--- src/clcd_pkg.sv ---
// Shared types, constants and lookup functions for the character LCD interface.
package clcd_pkg;

  // Display geometry
  localparam int LINE_LENGTH = 20;
  localparam int LINE_COUNT  = 4;

  // Event counts per request
  localparam int EVT_W        = 6;
  localparam int PWR_EVENTS   = 36;
  localparam int BYTE_EVENTS  = 4;
  localparam int PWR_NIB_EVTS = 8;   // four single-nibble writes, two events each

  // First power-up event that belongs to the byte commands
  localparam logic [EVT_W-1:0] EVT_PWR_NIB = EVT_W'(PWR_NIB_EVTS);

  // Power-up nibbles
  localparam logic [3:0] PWR_NIB_A = 4'h3;
  localparam logic [3:0] PWR_NIB_B = 4'h2;

  localparam logic [7:0] SET_DDRAM = 8'h80;
  localparam logic [4:0] BASE_WAIT = 5'd1;

  typedef enum logic [1:0] {
    REQ_PWRUP  = 2'd0,
    REQ_CMD    = 2'd1,
    REQ_DATA   = 2'd2,
    REQ_CURSOR = 2'd3
  } req_t;

  // controller -> datapath
  typedef struct packed {
    logic             load;
    logic             emit;
    logic [EVT_W-1:0] evt;
  } cmd_t;

  // datapath -> controller
  typedef struct packed {
    logic out_free;
    logic last_evt;
    logic req_ok;
  } stat_t;

  function automatic logic [7:0] init_byte(input logic [2:0] idx);
    logic [7:0] b;
    case (idx)
      3'd0:    b = 8'h28;
      3'd1:    b = 8'h08;
      3'd2:    b = 8'h01;
      3'd3:    b = 8'h06;
      3'd4:    b = 8'h1C;
      3'd5:    b = 8'h02;
      3'd6:    b = 8'h0C;
      default: b = 8'h0C;
    endcase
    return b;
  endfunction

  function automatic logic [7:0] row_offset(input logic [1:0] ln);
    logic [7:0] o;
    case (ln)
      2'd0:    o = 8'd0;
      2'd1:    o = 8'd64;
      2'd2:    o = 8'd20;
      default: o = 8'd84;
    endcase
    return o;
  endfunction

  // Extra settle time ahead of each power-up nibble
  function automatic logic [4:0] pwr_extra(input logic [1:0] idx);
    logic [4:0] w;
    case (idx)
      2'd0:    w = 5'd15;
      2'd1:    w = 5'd5;
      2'd2:    w = 5'd1;
      default: w = 5'd0;
    endcase
    return w;
  endfunction

endpackage

--- src/char_lcd_nibble_interface.sv ---
// Top level of the 4-bit character LCD interface: controller plus datapath.
// Each input transaction is one request: power-up sequence (36 pin events),
// command byte (4 events), data byte (4 events) or cursor move (4 events, or
// none when the line or column is off screen). Every result transaction is one
// pin state (RS, E, D7..D4) plus the wait in ms to apply before it; out_last
// marks the final event of a request. The controller issues one event per
// cycle while the output register is free, and pauses while it stays full.
// The block has a single output register and one event counter. A new
// request is accepted once the previous one's last event is in the output
// register, even if it has not yet been taken downstream.
module char_lcd_nibble_interface (
  input  logic       clk,
  input  logic       rst_n,
  input  logic       in_valid,
  output logic       in_ready,
  input  logic [1:0] in_req_type,
  input  logic [7:0] in_byte_value,
  input  logic [4:0] in_column,
  input  logic [2:0] in_line,
  output logic       out_valid,
  input  logic       out_ready,
  output logic       out_reg_select,
  output logic       out_enable_pin,
  output logic [3:0] out_bus_nibble,
  output logic [4:0] out_wait_ms_before,
  output logic       out_last
);

  clcd_pkg::cmd_t  cmd;
  clcd_pkg::stat_t stat;

  clcd_ctrl u_ctrl (
    .clk      (clk),
    .rst_n    (rst_n),
    .in_valid (in_valid),
    .in_ready (in_ready),
    .stat     (stat),
    .cmd      (cmd)
  );

  clcd_datapath u_dp (
    .clk                (clk),
    .rst_n              (rst_n),
    .in_req_type        (in_req_type),
    .in_byte_value      (in_byte_value),
    .in_column          (in_column),
    .in_line            (in_line),
    .cmd                (cmd),
    .stat               (stat),
    .out_valid          (out_valid),
    .out_ready          (out_ready),
    .out_reg_select     (out_reg_select),
    .out_enable_pin     (out_enable_pin),
    .out_bus_nibble     (out_bus_nibble),
    .out_wait_ms_before (out_wait_ms_before),
    .out_last           (out_last)
  );

endmodule

--- src/clcd_datapath.sv ---
// Request registers, pin event generation and output register.
module clcd_datapath (
  input  logic                   clk,
  input  logic                   rst_n,
  input  logic [1:0]             in_req_type,
  input  logic [7:0]             in_byte_value,
  input  logic [4:0]             in_column,
  input  logic [2:0]             in_line,
  input  clcd_pkg::cmd_t         cmd,
  output clcd_pkg::stat_t        stat,
  output logic                   out_valid,
  input  logic                   out_ready,
  output logic                   out_reg_select,
  output logic                   out_enable_pin,
  output logic [3:0]             out_bus_nibble,
  output logic [4:0]             out_wait_ms_before,
  output logic                   out_last
);

  logic       pwr_r;
  logic       rs_r;
  logic [7:0] byte_r;

  logic       out_valid_r;
  logic       rs_out_r;
  logic       e_out_r;
  logic [3:0] nib_out_r;
  logic [4:0] wait_out_r;
  logic       last_out_r;

  logic [7:0] cur_addr;
  logic       req_ok;
  logic [clcd_pkg::EVT_W-1:0] sub_evt;
  logic [7:0] ev_byte;
  logic       ev_half;
  logic [3:0] ev_nib;
  logic [4:0] ev_extra;
  logic       ev_e;
  logic [4:0] ev_wait;
  logic       ev_last;

  // Cursor address and range check from the live input
  assign cur_addr = clcd_pkg::row_offset(in_line[1:0]) + {3'd0, in_column}
                    + clcd_pkg::SET_DDRAM;
  always_comb begin
    req_ok = 1'b1;
    if (clcd_pkg::req_t'(in_req_type) == clcd_pkg::REQ_CURSOR) begin
      req_ok = (in_line < 3'(clcd_pkg::LINE_COUNT)) &&
               ({1'b0, in_column} < 6'(clcd_pkg::LINE_LENGTH));
    end
  end

  always_ff @(posedge clk) begin
    if (cmd.load) begin
      pwr_r  <= (clcd_pkg::req_t'(in_req_type) == clcd_pkg::REQ_PWRUP);
      rs_r   <= (clcd_pkg::req_t'(in_req_type) == clcd_pkg::REQ_DATA);
      byte_r <= (clcd_pkg::req_t'(in_req_type) == clcd_pkg::REQ_CURSOR) ?
                cur_addr : in_byte_value;
    end
  end

  // Event decode: even events raise E, odd events drop it
  assign sub_evt = cmd.evt - clcd_pkg::EVT_PWR_NIB;

  always_comb begin
    ev_byte  = byte_r;
    ev_half  = cmd.evt[1];
    ev_extra = 5'd0;
    ev_nib   = ev_half ? ev_byte[3:0] : ev_byte[7:4];
    if (pwr_r) begin
      if (cmd.evt < clcd_pkg::EVT_PWR_NIB) begin
        ev_nib   = (cmd.evt[2:1] == 2'd3) ? clcd_pkg::PWR_NIB_B : clcd_pkg::PWR_NIB_A;
        ev_extra = clcd_pkg::pwr_extra(cmd.evt[2:1]);
      end else begin
        ev_byte = clcd_pkg::init_byte(sub_evt[4:2]);
        ev_half = sub_evt[1];
        ev_nib  = ev_half ? ev_byte[3:0] : ev_byte[7:4];
      end
    end
  end

  assign ev_e    = ~cmd.evt[0];
  assign ev_wait = ev_e ? (clcd_pkg::BASE_WAIT + ev_extra) : clcd_pkg::BASE_WAIT;
  assign ev_last = pwr_r ? (cmd.evt == clcd_pkg::EVT_W'(clcd_pkg::PWR_EVENTS - 1))
                         : (cmd.evt == clcd_pkg::EVT_W'(clcd_pkg::BYTE_EVENTS - 1));

  always_ff @(posedge clk) begin
    if (!rst_n) begin
      out_valid_r <= 1'b0;
    end else if (cmd.emit) begin
      out_valid_r <= 1'b1;
    end else if (out_ready) begin
      out_valid_r <= 1'b0;
    end
  end

  always_ff @(posedge clk) begin
    if (cmd.emit) begin
      rs_out_r   <= rs_r;
      e_out_r    <= ev_e;
      nib_out_r  <= ev_nib;
      wait_out_r <= ev_wait;
      last_out_r <= ev_last;
    end
  end

  assign stat.out_free = ~out_valid_r | out_ready;
  assign stat.last_evt = ev_last;
  assign stat.req_ok   = req_ok;

  assign out_valid          = out_valid_r;
  assign out_reg_select     = rs_out_r;
  assign out_enable_pin     = e_out_r;
  assign out_bus_nibble     = nib_out_r;
  assign out_wait_ms_before = wait_out_r;
  assign out_last           = last_out_r;

endmodule

--- src/clcd_ctrl.sv ---
// Controller state machine: accepts requests and steps the event counter.
module clcd_ctrl (
  input  logic            clk,
  input  logic            rst_n,
  input  logic            in_valid,
  output logic            in_ready,
  input  clcd_pkg::stat_t stat,
  output clcd_pkg::cmd_t  cmd
);

  typedef enum logic [1:0] {
    ST_IDLE = 2'b01,
    ST_RUN  = 2'b10
  } state_t;

  state_t                     state_r, state_nxt;
  logic [clcd_pkg::EVT_W-1:0] evt_r, evt_nxt;
  logic                       accept;
  logic                       emit;

  assign in_ready = (state_r == ST_IDLE);
  assign accept   = in_valid & in_ready;
  assign emit     = (state_r == ST_RUN) & stat.out_free;

  always_comb begin
    state_nxt = state_r;
    evt_nxt   = evt_r;
    case (state_r)
      ST_IDLE: begin
        evt_nxt = '0;
        if (accept && stat.req_ok) begin
          state_nxt = ST_RUN;
        end
      end
      ST_RUN: begin
        if (emit) begin
          if (stat.last_evt) begin
            state_nxt = ST_IDLE;
            evt_nxt   = '0;
          end else begin
            evt_nxt = evt_r + 1'b1;
          end
        end
      end
      default: begin
        state_nxt = ST_IDLE;
        evt_nxt   = '0;
      end
    endcase
  end

  always_ff @(posedge clk) begin
    if (!rst_n) begin
      state_r <= ST_IDLE;
      evt_r   <= '0;
    end else begin
      state_r <= state_nxt;
      evt_r   <= evt_nxt;
    end
  end

  assign cmd.load = accept;
  assign cmd.emit = emit;
  assign cmd.evt  = evt_r;

  a_evt_range: assert property (@(posedge clk) disable iff (!rst_n)
    evt_r < clcd_pkg::EVT_W'(clcd_pkg::PWR_EVENTS))
    else $error("event counter out of range");

  a_last_ends: assert property (@(posedge clk) disable iff (!rst_n)
    emit && stat.last_evt |=> state_r == ST_IDLE && evt_r == '0)
    else $error("request did not end after last event");

  a_run_starts_zero: assert property (@(posedge clk) disable iff (!rst_n)
    state_r == ST_IDLE |=> state_r == ST_IDLE || evt_r == '0)
    else $error("request started at nonzero event");

endmodule

--- config.mk ---
export PLATFORM = sky130hd
export DESIGN_NAME = char_lcd_nibble_interface
export DESIGN_NICKNAME = d
export VERILOG_FILES = /design/src/clcd_pkg.sv /design/src/char_lcd_nibble_interface.sv /design/src/clcd_datapath.sv /design/src/clcd_ctrl.sv
export SDC_FILE = /design/constraint.sdc
export NUM_CORES = 1
export LEC_CHECK = 0
export BUFFER_PORTS_ARGS = -buffer_cell sky130_fd_sc_hd__buf_2
export CORE_ASPECT_RATIO = 0.8
export CORE_MARGIN = 2
export CORE_UTILIZATION = 56
export CTS_CLUSTER_SIZE = 14
export DETAILED_ROUTE_END_ITERATION = 8
export GPL_TIMING_DRIVEN = 0
export PLACE_DENSITY = 0.91
export SLEW_MARGIN = 20
export SYNTH_ARGS = -nofsm -noshare
export SYNTH_HDL_FRONTEND = slang
export SYNTH_SLANG_ARGS = --single-unit
export TNS_END_PERCENT = 5
--- constraint.sdc ---
create_clock -name clk -period 5.35 [get_ports clk]
set_clock_uncertainty 0.2 [all_clocks]
set_input_delay 0.535 -clock clk [delete_from_list [all_inputs] [get_ports clk]]
set_output_delay 0.535 -clock clk [all_outputs]
set_load 0.03 [all_outputs]
==> impl_metrics.toml, run 1 <==
[critical_path]
criticalPathCategory = "flop to flop"
crit_top_cell = "a21oi_1"
reg2reg_depth = 5
crit_slowest_cell = "dfxtp_1"
crit_chain = "clkbuf_1 > a21oi_1 > ha_1 > or3_1 > a21oi_1"
path_buf_inv = 1
critPathCaptureType = "flop"
cp-start-kind = "flop"
path_delay_family = "flip-flops"
r2r_slack_ns = 3.14
worstReg2RegEnd = "u_dp.out_wait_ms_before[2]$_SDFFCE_PP0P_"
path_max_fanout = 10
worstPathRequired_ns = 5.33
max_stage_delay_ns = 0.46
reg2reg_from = "u_ctrl.evt_r[1]$_SDFFE_PN0P_"
cp.arrival_ns = 2.19

[power_and_ir_drop]
finalPower_mw = 0.446
ir_worst_vdd_mv = 0.160
p_leak_nw = 0.683
power_density_mw_per_mm2 = 247

[synthesis]
ys_types = 37
yosysWarnings = 0
synth_area_leaders = "edfxtp_1 43%, dfxtp_1 12%, ha_1 4.9%"
netlist_instances = 135
ys.flop_type = "edfxtp_1"
synth_nets = 163
synth-edff-count = 22
synth_area_mm2 = 0.00153
yosys.area.top_type = "edfxtp_1"
avgSynthCellArea_um2 = 11.4
synth_top_area_share_pct = 43.1
yosysSeqAreaShare_pct = 54.8
synthArstFlopShare_pct = 0
synth_seq_cells = 31

[clocking]
tritoncts.num_buffers = 5
clk_pin_slew_ns = 0.08
cts_setup_buffers = 0
clock_latency_ns = 0.33
holdBufCountCts = 0
cts_tree = "yes"
cts_root_buf = "clkbuf_4"
postCtsResizedCells = 0
htreeDepth = 2
clockBufferDepth = 2
cts_sinks = 31

[finish]
multi_input_area_um2 = 651
layout_commonest_cell = "buf_2"
fin_area_mm2 = 0.00180
regArea_um2 = 841
nFillCells = 186
fin_cells = 214
final_layout_size_suffix_gt1_share_pct = 28.1
area_growth_pct = 17.5
layout.nets = 205
layout_common_cells = "36 x buf_2, 22 x edfxtp_1, 12 x a21oi_1, 12 x nand2_1"
n_antenna_cell = 0
postLayoutCoreUtil_pct = 71.5

[floorplan]
die-area_mm2 = 0.00318
initial_utilization_pct = 60.8
io_pins = 36
fp-row-count = 16
fp.dieW_um = 62.5
fp.coreArea_mm2 = 0.00252
die_h_um = 50.8

[sta]
finalSetupTns_ns = 0
finalSetupViolCount = 0
slew_headroom_pct = 40.1
maxSlewViolCount = 0
hold_viol_final = 0
finalCritPeriodShare_pct = 41.4
worst_pin_slew_ns = 0.896
period_needed_ns = 2.21
rsz0062_at_grt = "false"
timing.hold.ws_ns = 0.227
layout_setup_ws_ns = 3.14
max_freq_ghz = 0.452

[route]
routed_wl_um = 2790
vias = 1203
ant_nets = 0
post_drt_wl_per_cell_um = 13.0
initialDrtViolationCount = 20
drc = 0
avgViaCountPerCell = 5.62
drt_first_pass_iters = 4

[run]
cap_violations = 0

[global_route]
grt_pass1_vias = 1094
antenna_found_initial = 0
grt_first_pass_wirelength_um = 4720
grt_max_degree = 13
grtUsageTotal_pct = 20.0
overflow = 0

[run_status]
status = "completed"

[hold_path]
holdPathStages = 0
hp-class = "flop to flop"
worstHoldEndpoint = "u_dp.out_reg_select$_DFFE_PP_"
hold_start = "u_dp.rs_r$_DFFE_PP_"

[placement]
post_dp_cell_area_mm2 = 0.00175
hpwl_um = 2130
dp.cells = 206
place_ws_ns = 3.10
place.gp.congestion = 0.840
port_buffers = 35
[synth_stat cells, drive strengths merged (2+ instances only)]
| library cell | count |
|---|---|
| edfxtp | 22 |
| a21oi | 12 |
| nand2 | 12 |
| dfxtp | 9 |
| clkbuf | 6 |
| ha | 6 |
| mux2 | 6 |
| nand2b | 5 |
| nand3 | 5 |
| nor2b | 5 |
| o21ai | 5 |
| inv | 4 |
| nor2 | 4 |
| o31ai | 4 |
| or4 | 4 |
| a31oi | 3 |
| o211ai | 2 |
| or4b | 2 |
| xor2 | 2 |
[cell families after synthesis]
kind of cell,synth area share (%)
DFF,54.8
muxes,5.06
buffers and inverters,2.77
and+or+nand+nor,16.3
xor gates and xnor gates,1.71
other,0.244
adders and majority gates,4.89
AOI/OAI and AO/OA,14.2
[worst register-to-register path: cells and delay by family (launching register included)]
family,cells,cell delay (ns)
buf+inv,1,0.42
fa+ha+maj,1,0.27
flops,1,0.46
compound gates,2,0.36
simple gates,1,0.35
[cell type report]
type,count,area share (%)
buffer,7,1.53
clock buffer,8,2.71
inverter,4,0.833
multi-input combinational,93,36.1
sequential,31,46.6
tap,36,2.50
timing repair buffer,35,9.72
[per-layer routing]
metal  up-vias  track usage [%]  share of wire, %
li1        592                -                 -
met1       560             23.4                44
met2        42             33.0                47
met3         9             5.95               6.8
met4         0             12.2               2.8
met5         -                0                 0
[worst max path at each step]
stage                                       from                                       end  depth (start not counted)
floorplan            u_dp.out_valid$_SDFFE_PN0P_          u_dp.out_bus_nibble[0]$_DFFE_PP_                          3
finish              u_ctrl.evt_r[1]$_SDFFE_PN0P_  u_dp.out_wait_ms_before[2]$_SDFFCE_PP0P_                          5
detailed placement                     out_ready             u_dp.out_reg_select$_DFFE_PP_                          4
global route        u_ctrl.evt_r[1]$_SDFFE_PN0P_  u_dp.out_wait_ms_before[2]$_SDFFCE_PP0P_                          5
CTS                 u_ctrl.evt_r[1]$_SDFFE_PN0P_  u_dp.out_wait_ms_before[2]$_SDFFCE_PP0P_                          5
global placement                       out_ready             u_dp.out_reg_select$_DFFE_PP_                          4
[power breakdown]
group | switching [mW] | internal, mW | total [mW]
Sequential | 0.00364 | 0.269 | 0.273
Clock | 0.0725 | 0.0522 | 0.125
Combinational | 0.0273 | 0.0214 | 0.0487
Total | 0.103 | 0.343 | 0.446
[registers in the layout, summed over array words and instances (netlist names)]
| name | flops |
|---|---|
| u_dp.out_bus_nibble | 4 |
| u_dp.out_enable_pin | 1 |
| u_dp.out_last | 1 |
| u_dp.out_reg_select | 1 |
| u_ctrl.state_r | 2 |
| u_dp.out_wait_ms_before | 5 |
| u_ctrl.evt_r | 6 |
| u_dp.out_valid | 1 |
| u_dp.pwr_r | 1 |
| u_dp.byte_r | 8 |
| u_dp.rs_r | 1 |
Power figures use the tool's default switching activity.
==> inputs of run 2 (changes only) <==
- CORE_UTILIZATION: 56 -> 52
- PLACE_DENSITY: 0.91 -> 0.86
- clock period: 5.35 -> 2.2 ns (I/O delays scaled with it)
==> impl_metrics.toml, run 2 (synthesis gave the netlist of run 1 again) <==
[sta]
period_needed_ns = 2.10
finalSetupViolCount = 0
layout_setup_ws_ns = 0.102
maxSlewViolCount = 0
slew_headroom_pct = 63.0
worst_pin_slew_ns = 0.554
max_freq_ghz = 0.477
hold_viol_final = 0
finalCritPeriodShare_pct = 95.4

[clocking]
cts_root_buf = "clkbuf_8"
clockBufferDepth = 2
cts_setup_buffers = 0
htreeDepth = 2
clk_pin_slew_ns = 0.06
clock_latency_ns = 0.29
cts_sinks = 31
cts_tree = "yes"
tritoncts.num_buffers = 5

[route]
drc = 0
ant_nets = 0
post_drt_wl_per_cell_um = 14.6
drt_first_pass_iters = 4
routed_wl_um = 3160
avgViaCountPerCell = 5.51
vias = 1196
initialDrtViolationCount = 43

[placement]
place_ws_ns = 0.0567
port_buffers = 35
place.gp.congestion = 0.814
hpwl_um = 2310

[critical_path]
worstPathRequired_ns = 2.15
path_buf_inv = 0
critPathCaptureType = "flop"
cp-start-kind = "flop"
path_max_fanout = 7
criticalPathCategory = "flop to flop"
crit_slowest_cell = "or4b_4"
cp.arrival_ns = 2.05
path_delay_family = "compound AO/OA/AOI/OAI gates"
crit_chain = "ha_1 > or4b_4 > o311ai_4 > o21ai_0"
max_stage_delay_ns = 0.51

[floorplan]
fp-row-count = 17
fp.coreArea_mm2 = 0.00279
die-area_mm2 = 0.00340
die_h_um = 52.6
io_pins = 36
initial_utilization_pct = 55.1
fp.dieW_um = 64.7

[finish]
layout_commonest_cell = "buf_2"
top_register = "u_dp.byte_r"
final_layout_size_suffix_gt1_share_pct = 30.7
area_growth_pct = 22.5
layout.nets = 206
nFillCells = 224
postLayoutCoreUtil_pct = 67.4
layout_common_cells = "36 x buf_2, 22 x edfxtp_1, 12 x a21oi_1, 12 x nand2_1, 8 x dfxtp_1"
n_antenna_cell = 0
largest_reg_flops = 8

[run_status]
status = "completed"

[global_route]
grt_pass1_vias = 1121
grt_max_degree = 13
grt_first_pass_wirelength_um = 5080
grtUsageTotal_pct = 21.1
antenna_found_initial = 0
overflow = 0

[hold_path]
hp-class = "input port to flop"

[power_and_ir_drop]
p_leak_nw = 0.720
power_density_mw_per_mm2 = 707
ir_worst_vdd_mv = 0.413

[run]
cap_violations = 0
==> run 2: cell types whose count changed in the layout (fill, tap and decap cells not counted), sizes merged <==
cell         delta
clkbuf          -3
clkinv          +2
dlygate4sd3     +1
bufinv          +1
==> run 2: worst register-to-register path, delay by kind of cell (launching register included) <==
| family | cells | cell delay, ns |
|---|---|---|
| AOI/OAI and AO/OA | 2 | 0.54 |
| DFF | 1 | 0.48 |
| and+or+nand+nor | 1 | 0.51 |
| adders and majority gates | 1 | 0.24 |
==> run 2: worst paths after layout <==
kind                           startpoint                        endpoint  slack [ns]  depth (start not counted)
max          u_ctrl.evt_r[0]$_SDFFE_PN0P_  u_ctrl.state_r[1]$_SDFFE_PN0P_        0.10                          4
min                      in_byte_value[4]        u_dp.byte_r[4]$_DFFE_PP_        0.02                          3
max reg2reg  u_ctrl.evt_r[0]$_SDFFE_PN0P_  u_ctrl.state_r[1]$_SDFFE_PN0P_        0.10                          4
min reg2reg           u_dp.rs_r$_DFFE_PP_   u_dp.out_reg_select$_DFFE_PP_        0.25                          0
==> run 2: final cells by class <==
class                           count  area [um^2]  share of cell area (%)
Tap cell                           38         47.5                    2.53
Clock buffer                        5         68.8                    3.66
Buffer                              7         28.8                    1.53
Clock inverter                      3         38.8                    2.06
Sequential cell                    31          842                    44.8
Multi-Input combinational cell     93          653                    34.8
Timing Repair Buffer               36          185                    9.85
Inverter                            4         15.0                   0.799
==> run 2: timing repair <==
action,4_1_cts,5_1_grt
gates resized for setup,0,4
endpoints found under the hold margin,1,0
hold buffers,1,0
setup endpoints to repair,0,14
==> run 2: power breakdown <==
group	internal [mW]	switching (mW)
logic	0.0532	0.0675
registers	0.655	0.0101
clock network	0.331	0.212
total	1.04	0.290
==> run 2: routing by layer <==
layer | track usage (%) | share of wire (%)
met4 | 14.5 | 2.8
met2 | 35.1 | 48
met3 | 6.24 | 6.9
met1 | 23.7 | 42
met5 | 0 | 0
==> run 2: per-stage QoR <==
step / setup TNS, ns / hold slack (ns) / cells / power [mW] / area (um^2)
floorplan: 0 / 0.160 / 135 / 0.750 / 1530
global placement: 0 / 0.202 / 208 / 0.787 / 1760
detailed placement: 0 / 0.228 / 208 / 0.796 / 1760
CTS: 0 / 0.0205 / 217 / 1.33 / 1870
global route: -0.0221 / 0.0288 / 217 / 1.38 / 1880
finish: 0 / 0.0219 / 217 / 1.33 / 1880
==> inputs of run 3 (changes only) <==
- CORE_ASPECT_RATIO: 0.8 -> 1.4
==> impl_metrics.toml, run 3 (synthesis gave the netlist of run 1 again) <==
[floorplan]
fp-row-count = 23
fp.dieW_um = 49.9
die-area_mm2 = 0.00341
io_pins = 36
fp.coreArea_mm2 = 0.00285
die_h_um = 68.3
initial_utilization_pct = 53.8

[clocking]
cts_sinks = 31
cts_root_buf = "clkbuf_8"
clockBufferDepth = 2
cts_setup_buffers = 0
cts_tree = "yes"
tritoncts.num_buffers = 5
holdBufCountCts = 0
htreeDepth = 2
clock_latency_ns = 0.28
clk_pin_slew_ns = 0.07

[sta]
maxSlewViolCount = 0
finalSetupViolCount = 0
rsz0062_at_grt = "false"
timing.hold.ws_ns = 0.0119
max_freq_ghz = 0.470
slew_headroom_pct = 39.1
finalCritPeriodShare_pct = 96.6
period_needed_ns = 2.13
hold_viol_final = 0
finalSetupTns_ns = 0
worst_pin_slew_ns = 0.910

[hold_path]
hp-class = "input port to flop"

[critical_path]
path_max_fanout = 4
worstPathRequired_ns = 2.03
cp-start-kind = "flop"
critPathCaptureType = "flop"
criticalPathCategory = "flop to flop"
cp.arrival_ns = 1.95

[power_and_ir_drop]
combPwrFrac_pct = 10.0
finalPower_mw = 1.20
switching_share_pct = 23.1
clockPowerShare_pct = 34.6
ir_worst_vdd_mv = 0.582
p_leak_nw = 0.709
power_density_mw_per_mm2 = 651
p_int_mw = 0.923
seqPwrFrac_pct = 55.4
p_switching_mw = 0.277

[placement]
dp.cells = 207
port_buffers = 35
place.gp.congestion = 0.821
hpwl_um = 2360

[finish]
top_register = "u_dp.byte_r"
largest_reg_flops = 8
final_layout_size_suffix_gt1_share_pct = 31.5
area_growth_pct = 20.1
nFillCells = 217
layout.nets = 205
regArea_um2 = 843
fin_cells = 215
layout_commonest_cell = "buf_2"
layout_common_cells = "36 x buf_2, 22 x edfxtp_1, 12 x a21oi_1, 12 x nand2_1, 7 x dfxtp_1"
n_antenna_cell = 0
multi_input_area_um2 = 651

[global_route]
overflow = 0
antenna_found_initial = 0
grt_pass1_vias = 1159
grt_first_pass_wirelength_um = 4780
grtUsageTotal_pct = 19.4
grt_max_degree = 13

[route]
wl_met2_um = 1780
vias = 1205
drc = 0
routed.top_layer = "met4"
routed_wl_um = 3100
ant_nets = 0
post_drt_wl_per_cell_um = 14.4
wl_met3_um = 144
wl_met1_um = 1110
initialDrtViolationCount = 26
drt_first_pass_iters = 4
avgViaCountPerCell = 5.60

[run_status]
status = "completed"

[run]
cap_violations = 0
[run 3: cell type report]
| type | instances | area share, % |
|---|---|---|
| buffer | 7 | 1.56 |
| clock buffer | 5 | 3.73 |
| clock inverter | 3 | 0.815 |
| inverter | 4 | 0.815 |
| multi-input combinational | 93 | 35.3 |
| sequential | 31 | 45.8 |
| tap | 37 | 2.51 |
| timing repair buffer | 35 | 9.50 |
[run 3: per-stage QoR]
step	util (%)	worst slack, ns	cell area, um^2
finish	64.7	0.0745	1840
global placement	61.6	0.129	1760
detailed placement	61.6	0.0196	1760
floorplan	-	0.257	1530
CTS	64.6	0.0772	1840
global route	64.7	0.00572	1840
[run 3: power groups by stage]
stage          Combinational (mW)  Sequential, mW  Clock (mW)
2_1_floorplan              0.0686           0.682           0
3_3_place_gp                0.111           0.675           0
3_5_place_dp                0.119           0.678           0
4_1_cts                     0.120           0.665       0.424
5_1_grt                     0.133           0.667       0.446
6_report                    0.120           0.666       0.415
[run 3: metal layers]
layer	vias to the layer above	GRT usage (%)
li1	592	-
met1	567	16.5
met2	40	38.5
met3	6	5.24
met4	0	13.2
met5	-	0
[run 3: worst paths after layout]
path | from | to | slack, ns | cells past startpoint
max | u_dp.pwr_r$_DFFE_PP_ | u_dp.out_wait_ms_before[2]$_SDFFCE_PP0P_ | 0.07 | 5
min | in_byte_value[7] | u_dp.byte_r[7]$_SDFFCE_PP1P_ | 0.01 | 2
max reg2reg | u_dp.pwr_r$_DFFE_PP_ | u_dp.out_wait_ms_before[2]$_SDFFCE_PP0P_ | 0.07 | 5
min reg2reg | u_dp.rs_r$_DFFE_PP_ | u_dp.out_reg_select$_DFFE_PP_ | 0.28 | 0
[run 3: repair_timing]
action / in CTS / in global routing
resized for setup: 1 / 2
cloned: 0 / 0
endpoints found under the setup margin: 1 / 1
[run 3: critical path, stage by stage (launching register included)]
cell and delay, ns:
edfxtp_1 0.44, or4b_1 0.51, a21oi_1 0.29, ha_1 0.24, or3_1 0.11, a21oi_1 0.06
